File: src/trdt_pkg.sv
`default_nettype none
package trdt_pkg;

  // request and result kinds
  localparam logic [1:0] REQ_CLEAR = 2'd0;
  localparam logic [1:0] REQ_DRAW  = 2'd1;
  localparam logic [1:0] REQ_READ  = 2'd2;
  localparam logic [1:0] REQ_NONE  = 2'd3;

  // configuration register indexes
  localparam logic [1:0] CFG_FAR_DEPTH = 2'd0;
  localparam logic [1:0] CFG_CLIP_EN   = 2'd1;

  localparam logic [23:0] GREY = 24'h3C3C3C;

  // datapath widths: wide numerator / quotient, divisor, edge value
  localparam int MW = 56;
  localparam int TW = 36;
  localparam int EW = 36;

  // setup multiply steps
  localparam logic [4:0] MS_D_P    = 5'd0;
  localparam logic [4:0] MS_D_N    = 5'd1;
  localparam logic [4:0] MS_EAB_P  = 5'd2;
  localparam logic [4:0] MS_EAB_N  = 5'd3;
  localparam logic [4:0] MS_EBC_P  = 5'd4;
  localparam logic [4:0] MS_EBC_N  = 5'd5;
  localparam logic [4:0] MS_ECA_P  = 5'd6;
  localparam logic [4:0] MS_ECA_N  = 5'd7;
  localparam logic [4:0] MS_NX_A   = 5'd8;
  localparam logic [4:0] MS_NX_B   = 5'd9;
  localparam logic [4:0] MS_NX_C   = 5'd10;
  localparam logic [4:0] MS_NY_A   = 5'd11;
  localparam logic [4:0] MS_NY_B   = 5'd12;
  localparam logic [4:0] MS_NY_C   = 5'd13;
  localparam logic [4:0] MS_N0_A   = 5'd14;
  localparam logic [4:0] MS_N0_B   = 5'd15;
  localparam logic [4:0] MS_N0_C   = 5'd16;
  localparam logic [4:0] MS_LAST   = MS_N0_C;

  // division selects
  localparam logic [1:0] DIV_ORIGIN = 2'd0;
  localparam logic [1:0] DIV_XSTEP  = 2'd1;
  localparam logic [1:0] DIV_YSTEP  = 2'd2;

  typedef struct packed {
    logic [1:0]         req_type;
    logic signed [15:0] ax;
    logic signed [15:0] ay;
    logic signed [15:0] az;
    logic signed [15:0] bx;
    logic signed [15:0] by_coord;
    logic signed [15:0] bz;
    logic signed [15:0] cx;
    logic signed [15:0] cy;
    logic signed [15:0] cz;
    logic [23:0]        tri_color;
    logic [11:0]        pixel_index;
  } req_t;

  typedef struct packed {
    logic [1:0]         result_kind;
    logic [23:0]        pixel_color;
    logic signed [15:0] pixel_depth;
    logic [12:0]        pixels_written;
  } res_t;

  typedef struct packed {
    logic       latch;
    logic       mul_en;
    logic [4:0] mul_step;
    logic       walk_init;
    logic       walk_en;
    logic       div_start;
    logic [1:0] div_sel;
    logic       sweep_en;
    logic       read_issue;
    logic       result_load;
  } cmd_t;

  typedef struct packed {
    logic reject;
    logic div_done;
    logic walk_last;
    logic sweep_last;
  } sts_t;

  typedef struct packed {
    logic signed [MW-1:0] q;
    logic [TW-1:0]        r;
  } qr_t;

endpackage
`default_nettype wire

File: src/trdt_div.sv
`default_nettype none
module trdt_div
  import trdt_pkg::*;
(
  input  wire logic                 clk,
  input  wire logic                 rst,
  input  wire logic                 start,
  input  wire logic signed [MW-1:0] num,
  input  wire logic [TW-1:0]        den,
  output logic                      done,
  output logic signed [MW-1:0]      quo,
  output logic [TW-1:0]             rem
);

  logic                     run;
  logic [$clog2(MW)-1:0]    cnt;
  logic [MW-1:0]            mag;
  logic [MW-1:0]            qacc;
  logic [TW-1:0]            racc;
  logic                     neg;
  logic [TW:0]              trial;
  logic                     fits;

  // restoring step, one quotient bit per cycle
  assign trial = {racc, mag[MW-1]};
  assign fits  = trial >= {1'b0, den};

  always_ff @(posedge clk) begin
    if (rst) begin
      run  <= 1'b0;
      done <= 1'b0;
      cnt  <= '0;
    end else begin
      done <= 1'b0;
      if (start) begin
        run <= 1'b1;
        cnt <= '0;
      end else if (run) begin
        cnt <= cnt + 1'b1;
        if (cnt == ($clog2(MW))'(MW - 1)) begin
          run  <= 1'b0;
          done <= 1'b1;
        end
      end
    end
  end

  always_ff @(posedge clk) begin
    if (start) begin
      neg  <= num[MW-1];
      mag  <= num[MW-1] ? MW'(-num) : MW'(num);
      racc <= '0;
      qacc <= '0;
    end else if (run) begin
      racc <= fits ? TW'(trial - {1'b0, den}) : TW'(trial);
      qacc <= {qacc[MW-2:0], fits};
      mag  <= {mag[MW-2:0], 1'b0};
    end
  end

  // floor semantics for a negative numerator
  always_comb begin
    if (neg && racc != '0) begin
      quo = $signed(~qacc);
      rem = den - racc;
    end else if (neg) begin
      quo = $signed(-qacc);
      rem = racc;
    end else begin
      quo = $signed(qacc);
      rem = racc;
    end
  end

endmodule
`default_nettype wire

File: config.mk
export PLATFORM = sky130hd
export DESIGN_NAME = trdt_div
export DESIGN_NICKNAME = d
export VERILOG_FILES = /design/src/trdt_pkg.sv /design/src/trdt_div.sv
export SDC_FILE = /design/constraint.sdc
export NUM_CORES = 1
export LEC_CHECK = 0
export ABC_AREA = 1
export BUFFER_PORTS_ARGS = -buffer_cell sky130_fd_sc_hd__buf_4
export CORE_ASPECT_RATIO = 0.9
export CORE_UTILIZATION = 30
export CTS_BUF_LIST = sky130_fd_sc_hd__clkbuf_16
export CTS_CLUSTER_DIAMETER = 50
export DETAILED_ROUTE_END_ITERATION = 10
export PLACE_DENSITY = 0.49
export SETUP_SLACK_MARGIN = 0.2
export SLEW_MARGIN = 20
export SYNTH_ARGS = -nofsm -noshare
export SYNTH_HDL_FRONTEND = slang
export SYNTH_SLANG_ARGS = --single-unit
File: constraint.sdc
create_clock -name clk -period 3.8 [get_ports clk]
set_input_delay 0.38 -clock clk [delete_from_list [all_inputs] [get_ports clk]]
set_output_delay 0.38 -clock clk [all_outputs]
set_load 0.01 [all_outputs]
-- Word-level counts from Yosys, hierarchy flattened
Index checks and enable logic that the tools add are counted.
- register bits: 157
- latch bits: 0
- memory bits (writable): 0
- memory bits (read-only): 0
- bits of input ports: 95
- output and inout bits: 93
- logic and storage cells: 32
- memories: 0
- add/subtract/negate cells: 5
- multipliers: 0
- divide/modulo/power cells: 0
- $lt $le $gt $ge: 1
- equality and inequality tests: 1
- shifts and indexed selects: 0
- mux-type cells: 11
- bitwise gates (word level): 2
- reduce and logical (&&, ||, !) cells: 5
- operators by type and width (operator ; count):
    $mux 56 ; 5
    $neg 56->56 ; 2
    $mux 36 ; 2
    $sub 36x36->36 ; 2
    $not 56->56 ; 1
    $ge 37x36->1 ; 1
    $reduce_bool 36->1 ; 1
    $add 6x1->6 const B ; 1
    $eq 6x6->1 const B ; 1
    $mux 1 ; 4
    $reduce_or 3->1 ; 1
    $reduce_bool 2->1 ; 1
    $reduce_or 2->1 ; 1
    $logic_and 1x1->1 ; 1
    $not 1->1 ; 1

-- Longest topological paths before layout
- depth in word-level cells: 4
- mapped depth: 18
- gate-level depth less buffers: 17

-- Worst setup path before layout
Ideal clock, no wire load.
- kind: input to register
- start point: input port start
- end point: register mag[0], enable pin
- library setup time: 0.442 ns
- arrival: 2.539 ns
- required time: 3.358 ns
- setup slack: 0.819 ns
- stages: 4
- path buffers: 2
- cells stage by stage: clkbuf_1 inv_2 nand2_1 clkbuf_1
- longest elaborated chain between the ends: 1
- RTL lines (item ; RTL line ; RTL):
    start, declared ; trdt_div.sv:7 ; input wire logic start,
    $reduce_bool 2->1 (no line) ; -- ;
    end signal, assigned ; trdt_div.sv:51 ; mag <= num[MW-1] ? MW'(-num) : MW'(num);
    end signal, assigned ; trdt_div.sv:57 ; mag <= {mag[MW-2:0], 1'b0};
    end, declared ; trdt_div.sv:17 ; logic [MW-1:0] mag;
No other way between the ends.
A chain may end at the register's enable or synchronous reset.

-- Worst setup path in the final report
- start point: register racc[17]
- end point: output port rem[22]
- longest elaborated chain between the ends: 3
- elaborated cells between the ends (all ways): 4
- classes of those cells: add/sub (1); mux (1); reduce/logical (2)
- RTL lines (item ; RTL line ; RTL):
    start, declared ; trdt_div.sv:19 ; logic [TW-1:0] racc;
    start signal, assigned ; trdt_div.sv:55 ; racc <= fits ? TW'(trial - {1'b0, den}) : TW'(trial);
    parallel branches: the longest is 2 deep, another holds $sub 36x36->36 ; -- ;
    $mux 36 * ; trdt_div.sv:63 ; if (neg && racc != '0) begin
    end, declared ; trdt_div.sv:12 ; output logic [TW-1:0] rem
Every way passes the cells marked *.

==> flow_summary_export.csv <==
group,metric,value,unit
finish,syn2layout_area_growth,17.4,%
clocking,cts_root_buffer,"clkbuf_16",
routing,wl,63.5,mm
setup_path,crit_type,"flip-flop to output pin",
outcome,status,"complete, no violations",
global_routing,antenna_found_initial,1,
logic_synthesis,yosysTopAreaCell,"nand2_1",
clocking,tritoncts,"built",
global_routing,grtUsageTotal,0.234,
routing,vias,17500,
global_routing,grt_first_pass_wirelength,96.1,mm
routing,ant_nets,0,
logic_synthesis,ys_warn_count,0,
sta,rsz0062_at_grt,"yes",
placement,dp.cells,3477,
logic_synthesis,async_flop_share,0,
floorplan,die_h,220,µm
clocking,worstSkewPairLatency,0.46,ns
clocking,cts_sinks,157,
logic_synthesis,avgSynthCellArea,5.97,µm²
sta,setup_slack,0.328,ns
sta,relSlewSlack,0.318,
routing,drt_first_pass_iters,6,
min_path,min_to,"neg",
logic_synthesis,synth_area_leaders,"nand2_1 (19%), dfxtp_1 (13%), edfxtp_1 (11%), inv_1 (9.3%), nor2_1 (7.5%)",
logic_synthesis,synth_compound_area_frac,0.119,
logic_synthesis,syn-instance-count,2655,
logic_synthesis,synth-adder-area-share,0.0610,
pwr,p_per_area,250,nW/µm²
sta,worst_pin_slew,1.02,ns
routing,wire_per_inst,18.1,µm
logic_synthesis,yosysTopAreaCellShare,0.185,
clocking,cts_buffers,17,
sta,max_freq,288,MHz
min_path,hold_depth,1,
logic_synthesis,synth_mux_area_frac,0,
logic_synthesis,yosysMostFrequentCell,"nand2_1",
clocking,clk_pin_slew,0.07,ns
pwr,p_switching,0.00156,W
clocking,cts.path.max_buffers,2,
floorplan,dieArea,53800,µm²
clocking,cts_hold_buf,0,
floorplan,start_util,0.305,
min_path,hp-start,"start",
setup_path,start_kind,"flip-flop",
clocking,htreeDepth,4,
logic_synthesis,post_synth_xor_area_fraction,0.0636,
logic_synthesis,seq_area_frac_synth,0.234,
pwr,power_switching_share,0.335,
logic_synthesis,postSynthRegisterBits,157,
global_routing,grt_overflow,0,
setup_path,end_kind,"output pin",
floorplan,pin_count,188,
sta,hold_viol_final,0,
floorplan,die_x,244,µm
job,cap_violations,0,
placement,hpwlAfterDp,51.9,mm
sta,min_period,3.47,ns
pwr,p_seq_frac,0.399,
sta,finClkSkew,0.0130,ns
finish,nNetsFinal,2982,
logic_synthesis,synth_top_family_by_area,"simple AND/OR/NAND/NOR gates",
logic_synthesis,ys_top_cells_by_count,"nand2_1 (782), inv_1 (392), nor2_1 (315)",
floorplan,row_count,79,
pwr,pwr-share-clk,0.369,
floorplan,coreArea,51900,µm²
logic_synthesis,synthSimpleGateAreaFrac,0.402,
finish,fin_cells,3512,
setup_path,critical_path_arrival,3.09,ns
placement,gp_congestion,0.955,
pwr,peakVddDrop,0.325,mV
min_path,min_path_type,"primary input to flip-flop",
finish,diodes,0,
sta,fin_crit_sh,0.914,
logic_synthesis,yosys_most_used_dff,"dfxtp_1",
setup_path,critPathRequiredTime,3.42,ns
setup_path,reg2reg_from,"racc[6]",
placement,io_buffer_count,187,
logic_synthesis,synth.distinct_cells,52,
pwr,p_int,0.00309,W
setup_path,r2r_setup_slack,0.81,ns
logic_synthesis,synth-edff-count,57,
global_routing,grt_pass1_vias,16300,
placement,dpl_worst_slack,0.280,ns
routing,drc_errors,0,
finish,drive_gt1_frac,0.118,
sta,setup_viol,0,
setup_path,ff2ff_path_depth,15,
sta,slew_viol_final,0,
sta,setup_tns,0,ns
logic_synthesis,mappedNetlistArea,15800,µm²
routing,drt_iter0_drc,1240,
logic_synthesis,synth_nets,2826,
pwr,p_leak,9.47,nW
routing,routed_via_density,4.99,
setup_path,crit_fanout,5,
global_routing,grt_max_degree,67,
pwr,comb_power_share,0.232,
setup_path,worst_r2r_endpoint,"racc[8]",
==> power by group through the flow <==
stage	Combinational, W	Sequential, W	Clock [W]
6_report	0.00108	0.00185	0.00171
5_1_grt	0.00119	0.00186	0.00182
4_1_cts	0.00108	0.00185	0.00176
3_5_place_dp	0.00107	0.00189	0
3_3_place_gp	0.00107	0.00189	0
2_1_floorplan	0.000628	0.00189	0
==> critical path, cell delays in order, from the launching register on <==
cell and delay, ns:
dfxtp_1 0.44, inv_1 0.10, ha_1 0.35, a21oi_1 0.24
o21ai_0 0.22, a21oi_1 0.36, o211ai_1 0.20, or2_2 0.30
nand3_1 0.07, o21ai_1 0.15, buf_4 0.19
==> worst max path at each step <==
stage	end	slack [ns]	cells after the start	startpoint
floorplan	mag[0]	0.82	4	start
global placement	rem[32]	0.32	15	den[0]
detailed placement	rem[16]	0.28	12	den[0]
CTS	rem[29]	0.21	12	racc[7]
global route	rem[21]	0.16	12	racc[11]
finish	rem[22]	0.33	10	racc[17]
==> per-layer routing <==
| metal | track usage | part of all wire | vias to the layer above |
|---|---|---|---|
| met2 | 0.361 | 0.43 | 515 |
| met1 | 0.334 | 0.50 | 8056 |
| met5 | 0 | 0 | - |
| met4 | 0.0521 | 0.016 | 0 |
| met3 | 0.0430 | 0.058 | 52 |
| li1 | - | - | 8893 |
==> repair_timing <==
action                                 4_1_cts  5_1_grt
buffers inserted                             1        2
setup endpoints to repair                   13       24
endpoints found under the hold margin        0        0
gates resized for setup                     11       20
pin swaps                                    2        3
==> area by class of cell <==
class,instances,area [µm²]
clock inverters,14,113
well taps,688,861
repair buffers,212,1620
multi-input cells,2011,10300
inverters,412,1550
flip-flops and latches,157,3720
clock buffers,18,450
fillers,5845,33300
==> flip-flops by register name, summed over array words and instances (netlist names) <==
signal	count
mag	56
qacc	56
racc	36
cnt	6
done	1
neg	1
run	1
==> through the flow <==
| stage | util | total power (W) | cell area (µm²) | hold WS (ns) |
|---|---|---|---|---|
| 2_1_floorplan | - | 0.00251 | 15800 | 0.458 |
| 3_3_place_gp | 0.346 | 0.00296 | 18000 | 0.472 |
| 3_5_place_dp | 0.346 | 0.00296 | 18000 | 0.485 |
| 4_1_cts | 0.358 | 0.00469 | 18600 | 0.122 |
| 5_1_grt | 0.359 | 0.00488 | 18600 | 0.122 |
| 6_report | 0.359 | 0.00464 | 18600 | 0.148 |
==> logic make-up after synthesis <==
logic type      count (synthesis)
simple gates                 1483
fa+ha+maj                      76
compound gates                337
flops                         157
buf+inv                       487
xor+xnor                      115
==> cell usage in the layout, fill, tap and decap left out, types with 15 or more instances in the layout <==
| cell type | n |
|---|---|
| xor2_1 | 95 |
| nor3_1 | 31 |
| o22ai_1 | 54 |
| nand4_1 | 82 |
| clkbuf_16 | 18 |
| o21ai_1 | 19 |
| nor2_2 | 15 |
| a21oi_1 | 81 |
| xnor2_1 | 20 |
| edfxtp_1 | 57 |
| ha_1 | 73 |
| nand3_1 | 192 |
| dfxtp_1 | 94 |
| nand3b_1 | 16 |
| nand2_1 | 779 |
| nor2_1 | 313 |
| inv_2 | 19 |
| buf_4 | 210 |
| a31oi_1 | 18 |
| inv_1 | 393 |
| o21ai_0 | 123 |
(Power assumes the default switching activity.)
